## src/rtl/lrubr_pkg.sv

```systemverilog
// ----------------------------------------------------------------------------
// LRU block replacement package
// Operation codes shared by the replacement policy logic.
// ----------------------------------------------------------------------------
package lrubr_pkg;

  typedef enum logic [1:0] {
    OP_TOUCH   = 2'd0,
    OP_REPLACE = 2'd1,
    OP_CLEAR   = 2'd2
  } op_t;

  localparam int OP_W    = 2;
  localparam int IDX_W   = 4;
  localparam int MASK_W  = 16;

endpackage

```

## src/rtl/lru_block_replacement.sv

```systemverilog
// ----------------------------------------------------------------------------
// LRU block replacement
// Keeps a recency order over NUM_BLOCKS cache blocks and picks victims.
// ----------------------------------------------------------------------------
// Usage:
//   Command channel: a transaction is taken on a rising edge with start high
//   and busy low. busy is always low, so one transaction per cycle.
//   operation selects touch (block_index becomes most recently used),
//   replace (lowest invalid block in valid_mask, else the least recently
//   used block, is chosen and becomes most recently used) or clear (order
//   returns to block-index order). Code 3 changes nothing.
//   Result channel: done is high for exactly one cycle per transaction with
//   victim_index and victim_was_free (both zero except for replace).
//   Each transaction passes the command register, then the rank update and
//   the result register, before its result is shown on the result channel.
//   Throughput: 1 transaction per cycle; the rank update of one transaction
//   completes on the same edge the next one enters the command register.
//   Reset: ranks return to block-index order, no result pending.
//   The receiver cannot stall; every result is shown for one cycle only.
// ----------------------------------------------------------------------------
module lru_block_replacement
  import lrubr_pkg::*;
#(
  parameter int NUM_BLOCKS = 16
) (
  input  logic              clk,
  input  logic              rst,
  input  logic              start,
  output logic              busy,
  input  logic [OP_W-1:0]   operation,
  input  logic [IDX_W-1:0]  block_index,
  input  logic [MASK_W-1:0] valid_mask,
  output logic              done,
  output logic [IDX_W-1:0]  victim_index,
  output logic              victim_was_free
);

  localparam int BLK_W  = $clog2(NUM_BLOCKS);
  localparam int FREE_N = (NUM_BLOCKS < MASK_W) ? NUM_BLOCKS : MASK_W;
  localparam logic [BLK_W-1:0] NEWEST = BLK_W'(NUM_BLOCKS - 1);

  logic              s1_valid;
  op_t               s1_op;
  logic [IDX_W-1:0]  s1_idx;
  logic [MASK_W-1:0] s1_mask;

  logic [BLK_W-1:0]  rank [NUM_BLOCKS];
  logic [BLK_W-1:0]  rank_next [NUM_BLOCKS];

  logic              free_found;
  logic [BLK_W-1:0]  free_idx;
  logic [BLK_W-1:0]  lru_idx;
  logic [BLK_W-1:0]  target;
  logic              target_en;
  logic [BLK_W-1:0]  old_rank;
  logic [IDX_W-1:0]  victim_index_next;
  logic              victim_was_free_next;

  assign busy = 1'b0;

  always_ff @(posedge clk) begin
    if (rst) begin
      s1_valid <= 1'b0;
    end else begin
      s1_valid <= start && !busy;
    end
    if (start && !busy) begin
      s1_op   <= op_t'(operation);
      s1_idx  <= block_index;
      s1_mask <= valid_mask;
    end
  end

  always_comb begin
    free_found = 1'b0;
    free_idx   = '0;
    for (int i = FREE_N - 1; i >= 0; i--) begin
      if (!s1_mask[i]) begin
        free_found = 1'b1;
        free_idx   = BLK_W'(i);
      end
    end
  end

  always_comb begin
    lru_idx = '0;
    for (int i = 0; i < NUM_BLOCKS; i++) begin
      if (rank[i] == '0) begin
        lru_idx = lru_idx | BLK_W'(i);
      end
    end
  end

  always_comb begin
    target               = '0;
    target_en            = 1'b0;
    victim_index_next    = '0;
    victim_was_free_next = 1'b0;
    if (s1_valid) begin
      unique case (s1_op)
        OP_TOUCH: begin
          target_en = (32'(s1_idx) < NUM_BLOCKS);
          target    = BLK_W'(s1_idx);
        end
        OP_REPLACE: begin
          target_en            = 1'b1;
          target               = free_found ? free_idx : lru_idx;
          victim_index_next    = IDX_W'(target);
          victim_was_free_next = free_found;
        end
        default: begin
        end
      endcase
    end
  end

  always_comb begin
    old_rank = '0;
    for (int i = 0; i < NUM_BLOCKS; i++) begin
      if (target == BLK_W'(i)) begin
        old_rank = old_rank | rank[i];
      end
    end
  end

  always_comb begin
    for (int i = 0; i < NUM_BLOCKS; i++) begin
      rank_next[i] = rank[i];
      if (s1_valid && s1_op == OP_CLEAR) begin
        rank_next[i] = BLK_W'(i);
      end else if (s1_valid && target_en) begin
        if (target == BLK_W'(i)) begin
          rank_next[i] = NEWEST;
        end else if (rank[i] > old_rank) begin
          rank_next[i] = rank[i] - 1'b1;
        end
      end
    end
  end

  always_ff @(posedge clk) begin
    if (rst) begin
      for (int i = 0; i < NUM_BLOCKS; i++) begin
        rank[i] <= BLK_W'(i);
      end
      done <= 1'b0;
    end else begin
      for (int i = 0; i < NUM_BLOCKS; i++) begin
        rank[i] <= rank_next[i];
      end
      done <= s1_valid;
    end
    victim_index    <= victim_index_next;
    victim_was_free <= victim_was_free_next;
  end

  a_free_needs_done: assert property (@(posedge clk) disable iff (rst)
    victim_was_free |-> done)
    else $error("free victim flagged without a result");

  a_free_from_replace: assert property (@(posedge clk) disable iff (rst)
    (s1_valid && s1_op != OP_REPLACE) |=> (victim_index == '0 && !victim_was_free))
    else $error("nonzero result for a non-replace transaction");

  a_clear_order: assert property (@(posedge clk) disable iff (rst)
    (s1_valid && s1_op == OP_CLEAR) |=> (rank[0] == '0 && lru_idx == '0))
    else $error("clear did not restore block-index order");

  a_one_result: assert property (@(posedge clk) disable iff (rst)
    s1_valid |=> done)
    else $error("transaction produced no result");

endmodule
```

## config.mk

```make
export PLATFORM = sky130hd
export DESIGN_NAME = lru_block_replacement
export DESIGN_NICKNAME = d
export VERILOG_FILES = /design/src/rtl/lrubr_pkg.sv /design/src/rtl/lru_block_replacement.sv
export SDC_FILE = /design/constraint.sdc
export NUM_CORES = 1
export LEC_CHECK = 0
export ABC_AREA = 1
export BUFFER_PORTS_ARGS = -buffer_cell sky130_fd_sc_hd__clkbuf_2
export CAP_MARGIN = 25
export CELL_PAD_IN_SITES_DETAIL_PLACEMENT = 1
export CELL_PAD_IN_SITES_GLOBAL_PLACEMENT = 1
export CORE_UTILIZATION = 45
export CTS_CLUSTER_SIZE = 20
export DETAILED_ROUTE_END_ITERATION = 16
export PLACE_DENSITY_LB_ADDON = 0.1
export SYNTH_ARGS = -nofsm -noshare
export SYNTH_HDL_FRONTEND = slang
export SYNTH_SLANG_ARGS = --single-unit
```

## constraint.sdc

```tcl
create_clock -name clk -period 9.71 [get_ports clk]
set_input_delay 1.942 -clock clk [delete_from_list [all_inputs] [get_ports clk]]
set_output_delay 1.942 -clock clk [all_outputs]
set_load 0.02 [all_outputs]
```

# Word-level counts from Yosys, hierarchy flattened
# Memory sizes are Yosys's and may differ from the RTL's.
# Index checks and enable logic that the tools add are counted.
dict set report word_totals {
  input_bits 25
  register_bits 29
  word_cells 260
  mem_count 1
  ramBits 64
}
# name depth word_bits read_ports rd_clocked_by_memory_dff wr line
set mem_list {}
lappend mem_list {rank 16 4 16 0 16 lru_block_replacement.sv:47} ;# logic [BLK_W-1:0] rank [NUM_BLOCKS];
dict set report classes {
  n_mux 151
  addsub 16
  bitwise 31
  eq_ne 17
  order_cmp 16
  n_reduce_logical 21
}
# op count
set ops {}
lappend ops {{$mux 4} 122}
lappend ops {{$gt 4x4->1} 16}
lappend ops {{$logic_not 4->1} 16}
lappend ops {{$sub 4x1->4 const B} 16}
lappend ops {{$or 4x4->4} 15}
lappend ops {{$eq 4x4->1 const B} 8}
lappend ops {{$mux 1} 22}
lappend ops {{$eq 4x3->1 const B} 4}
lappend ops {{$or 1x1->1} 16}
lappend ops {{$mux 3} 4}
lappend ops {{$eq 4x2->1 const B} 2}
lappend ops {{$pmux 4 s2} 1}
lappend ops {{$eq 4x1->1 const B} 1}
lappend ops {{$mux 2} 2}
lappend ops {{$eq 2x1->1 const B} 1}
lappend ops {{$eq 2x2->1 const B} 1}
lappend ops {{$logic_and 1x1->1} 2}
lappend ops {{$logic_not 2->1} 1}
lappend ops {{$reduce_and 2->1} 1}
lappend ops {{$reduce_or 2->1} 1}

# Logic depth before layout (Yosys ltp)
# An unclocked memory read counts as a cell.
dict set report logic_depth {
  depth_word 58
  ltp_mapped 35
}

# Least setup slack after synthesis
# No wires, ideal clock.
dict set report synth_path {
  path_kind {register to register}
  from {memory rank[1][28] (netlist name)}
  to {memory rank[1][14] (netlist name)}
  t_arrival_ns 3.765
  synth_period_minus_slack_ns 3.880
  path_slack_ns 5.830
  n_path_buf 1
  required_time_ns 9.595
  stages_incl_launch_ff 26
  setup_ns 0.115
  cell_sequence {dfxtp_1 > inv_1 > ha_1 > nand3_1 > o21ai_0 > nor3_1 > nand4_1 > o21ai_2 > nand2_4 > clkinv_2 > nor2_4 > buf_2 > nand4_1 > nand2_1 > nor2_1 > nand2_1 > nor2_1 > ha_1 > inv_1 > nor2_1 > o211ai_1 > nand2_1 > nand3_1 > nor2_1 > xor2_1 > o21a_1}
}
# item line
set synth_lines {}
lappend synth_lines {{start: declaration} lru_block_replacement.sv:47}

==> load_flow_metrics.sql <==
INSERT INTO impl_metrics (metric_group, metric, value, unit) VALUES
('place', 'global_placer_s_final_weighted_congestion', '0.839', ''),
('synth', 'yosysMostFrequentCell', 'sky130_fd_sc_hd__nand2_1', ''),
('clock_network', 'cts-hold-fix-buffers', '0', ''),
('synth', 'synth.largest_area_cell', 'sky130_fd_sc_hd__dfxtp_1', ''),
('synth', 'post_synth_top_area_share', '0.209', ''),
('final_layout', 'post_route_cells_drive_above_1_share', '0.110', ''),
('global_routing', 'antenna_found_initial', '0', ''),
('place', 'placement.io_buffers', '30', ''),
('clock_network', 'clkTransAtPathRegs', '80', 'ps'),
('timing', 'fin_tns_setup', '0', 'ps'),
('die', 'fp.dieArea', '15600', 'µm²'),
('min_path', 'min-delay-path-class', 'register to register', ''),
('power', 'peakVddDrop', '105', 'µV'),
('setup_path', 'kind_of_start_point_of_the_critical_path', 'register', ''),
('die', 'die_height', '125', 'µm'),
('min_path', 'holdPathStages', '2', ''),
('drt', 'detailedRoute.firstPassIterationCount', '4', ''),
('final_layout', 'n_antenna_cell', '0', ''),
('synth', 'postSynthRegisterBits', '93', ''),
('setup_path', 'critical_path.slowest_cell', 'sky130_fd_sc_hd__nor2_1', ''),
('timing', 'setup_repair_after_global_routing_missed_its_margin', 'false', ''),
('synth', 'synthesis.nets', '1002', ''),
('clock_network', 'clock_sink_count', '93', ''),
('drt', 'route.vias.total', '6401', ''),
('die', 'core_area', '14600', 'µm²'),
('setup_path', 'reg2regPathDepth', '27', ''),
('job', 'max_cap_viol_count', '0', ''),
('die', 'initial_core_util', '0.464', ''),
('drt', 'antenna_violating_nets_post_route', '0', ''),
('synth', 'synth_common_cells', '167 x sky130_fd_sc_hd__nand2_1, 116 x sky130_fd_sc_hd__inv_1, 80 x sky130_fd_sc_hd__ha_1', ''),
('setup_path', 'r2r_slack', '4790', 'ps'),
('clock_network', 'insertion_delay', '370', 'ps'),
('setup_path', 'critical_path.max_fanout', '36', ''),
('synth', 'seq_area_frac_synth', '0.306', ''),
('timing', 'setup_violations', '0', ''),
('drt', 'vias_per_cell', '5.75', ''),
('timing', 'fin_worst_hold_slack', '482', 'ps'),
('timing', 'count_of_pins_over_their_slew_limit', '0', ''),
('synth', 'netlist_area', '6800', 'µm²'),
('synth', 'synth_cells', '897', ''),
('clock_network', 'clk_path_buf_depth', '2', ''),
('final_layout', 'area_growth_syn_to_layout', '9.83', '%'),
('run_status', 'outcome', 'completed', ''),
('timing', 'timing.final.hold_violations', '0', ''),
('synth', 'postSynth.asyncResetShare', '0', ''),
('die', 'die_w', '125', 'µm'),
('setup_path', 'worst_r2r_startpoint', 'rank[0][28]', ''),
('setup_path', 'timing.critical_path.arrival', '5180', 'ps'),
('synth', 'syn_warnings', '0', ''),
('synth', 'netlist-cell-type-count', '49', ''),
('global_routing', 'gr-total-overflow', '0', ''),
('min_path', 'hold-path-endpoint', 'rank[1][28]', ''),
('final_layout', 'final_nets', '1030', ''),
('global_routing', 'grt_first_pass_wirelength', '34.6', 'mm'),
('global_routing', 'grt_max_degree', '37', ''),
('setup_path', 'critPathMaxStageDelay', '690', 'ps'),
('clock_network', 'cts_root_buffer', 'sky130_fd_sc_hd__clkbuf_16', ''),
('clock_network', 'cts.htree.levels', '3', ''),
('clock_network', 'cts_post_setup_buffers_inserted', '0', ''),
('power', 'power.density', '140', 'nW/µm²'),
('timing', 'worst-slew-pin-transition', '918', 'ps'),
('die', 'core.rowCount', '44', ''),
('timing', 'timing.fmax', '203', 'MHz'),
('min_path', 'hold_path.startpoint', 'rank[1][28]', ''),
('setup_path', 'required', '9970', 'ps'),
('global_routing', 'grt_pass1_vias', '6881', ''),
('global_routing', 'global_route.usage.total', '0.284', ''),
('synth', 'synthFlopType', 'sky130_fd_sc_hd__dfxtp_1', ''),
('place', 'dpl.hpwl', '16.0', 'mm'),
('drt', 'initialDrtViolationCount', '285', ''),
('final_layout', 'final.fill_count', '1848', '');
[routing by layer]
layer | vias to the layer above | global-route usage | part of all wire
li1 | 3126 | - | -
met1 | 3115 | 0.336 | 0.44
met2 | 120 | 0.509 | 0.50
met3 | 40 | 0.0494 | 0.038
met4 | 0 | 0.111 | 0.026
met5 | - | 0 | 0
[metrics by stage]
stage | utilization | instance area [µm²] | power [mW] | setup WS (ps)
final | 0.510 | 7460 | 1.04 | 4790
after global routing | 0.510 | 7460 | 1.09 | 4290
after CTS | 0.510 | 7460 | 1.05 | 4800
after global placement | 0.486 | 7120 | 0.642 | 5000
after detailed placement | 0.488 | 7150 | 0.666 | 4870
after floorplan | - | 6800 | 0.594 | 5830
[layout make-up]
type / count / area (µm²) / share of cell area
clock buffers: 9 / 225 / 0.0302
repair buffers: 36 / 215 / 0.0288
multi-input cells: 661 / 4150 / 0.555
clock inverters: 7 / 88.8 / 0.0119
flip-flops and latches: 93 / 2080 / 0.279
inverters: 124 / 477 / 0.0639
well taps: 184 / 230 / 0.0308
[where the power goes]
group | internal, mW | switching (mW)
Clock | 0.206 | 0.177
Sequential | 0.418 | 0.0229
Combinational | 0.0799 | 0.138
Total | 0.705 | 0.338
[state kept, by name, summed over array words and instances, names as in the netlist]
name             cells
rank                64
s1_valid             1
s1_mask             16
done                 1
s1_op                2
victim_was_free      1
s1_idx               4
victim_index         4
[layout by cell type, fill, tap and decap left out, drive strengths merged]
master   netlist  routed
bufinv         0       1
o21ai         51      51
inv          122     126
ha            80      80
xor2          17      17
a21oi         54      54
edfxtp        22      22
o21bai         1       1
nor2          80      80
xnor2          4       4
buf           11       6
a32o           1       1
o21a           4       4
nand3         73      73
clkbuf         8      39
nand4         60      60
clkinv         2       4
nand2        181     181
a41oi          1       1
o211ai        16      16
o2111ai        4       4
o211a          3       3
or2            7       7
nor3          16      16
dfxtp         71      71
conb           1       1
o31ai          2       2
a31oi          5       5
[critical path: cells and delay by family (launching register included)]
kind | cells | cell delay, ps
and+or+nand+nor | 15 | 2410
DFF | 1 | 390
buffers and inverters | 5 | 730
xor gates and xnor gates | 1 | 140
AOI/OAI and AO/OA | 4 | 580
adders and majority gates | 2 | 510
[cell families (layout without fill, tap and decap cells)]
group | Yosys count | in the layout | share of synthesized area
and+or+nand+nor | 417 | 417 | 0.311
buffers and inverters | 143 | 176 | 0.0856
AOI/OAI and AO/OA | 142 | 142 | 0.122
DFF | 93 | 93 | 0.306
adders and majority gates | 80 | 80 | 0.147
xor gates and xnor gates | 21 | 21 | 0.0271
other | 1 | 1 | 0.000552
[worst max path at each step]
stage	start	to
after global placement	rank[0][28]	rank[0][10]
final	rank[0][28]	rank[1][14]
after global routing	rank[0][28]	rank[1][10]
after detailed placement	rank[0][28]	rank[0][24]
after CTS	rank[0][28]	rank[1][10]
after floorplan	rank[1][28]	rank[1][14]
No activity file was read; power rests on OpenSTA's default activity.
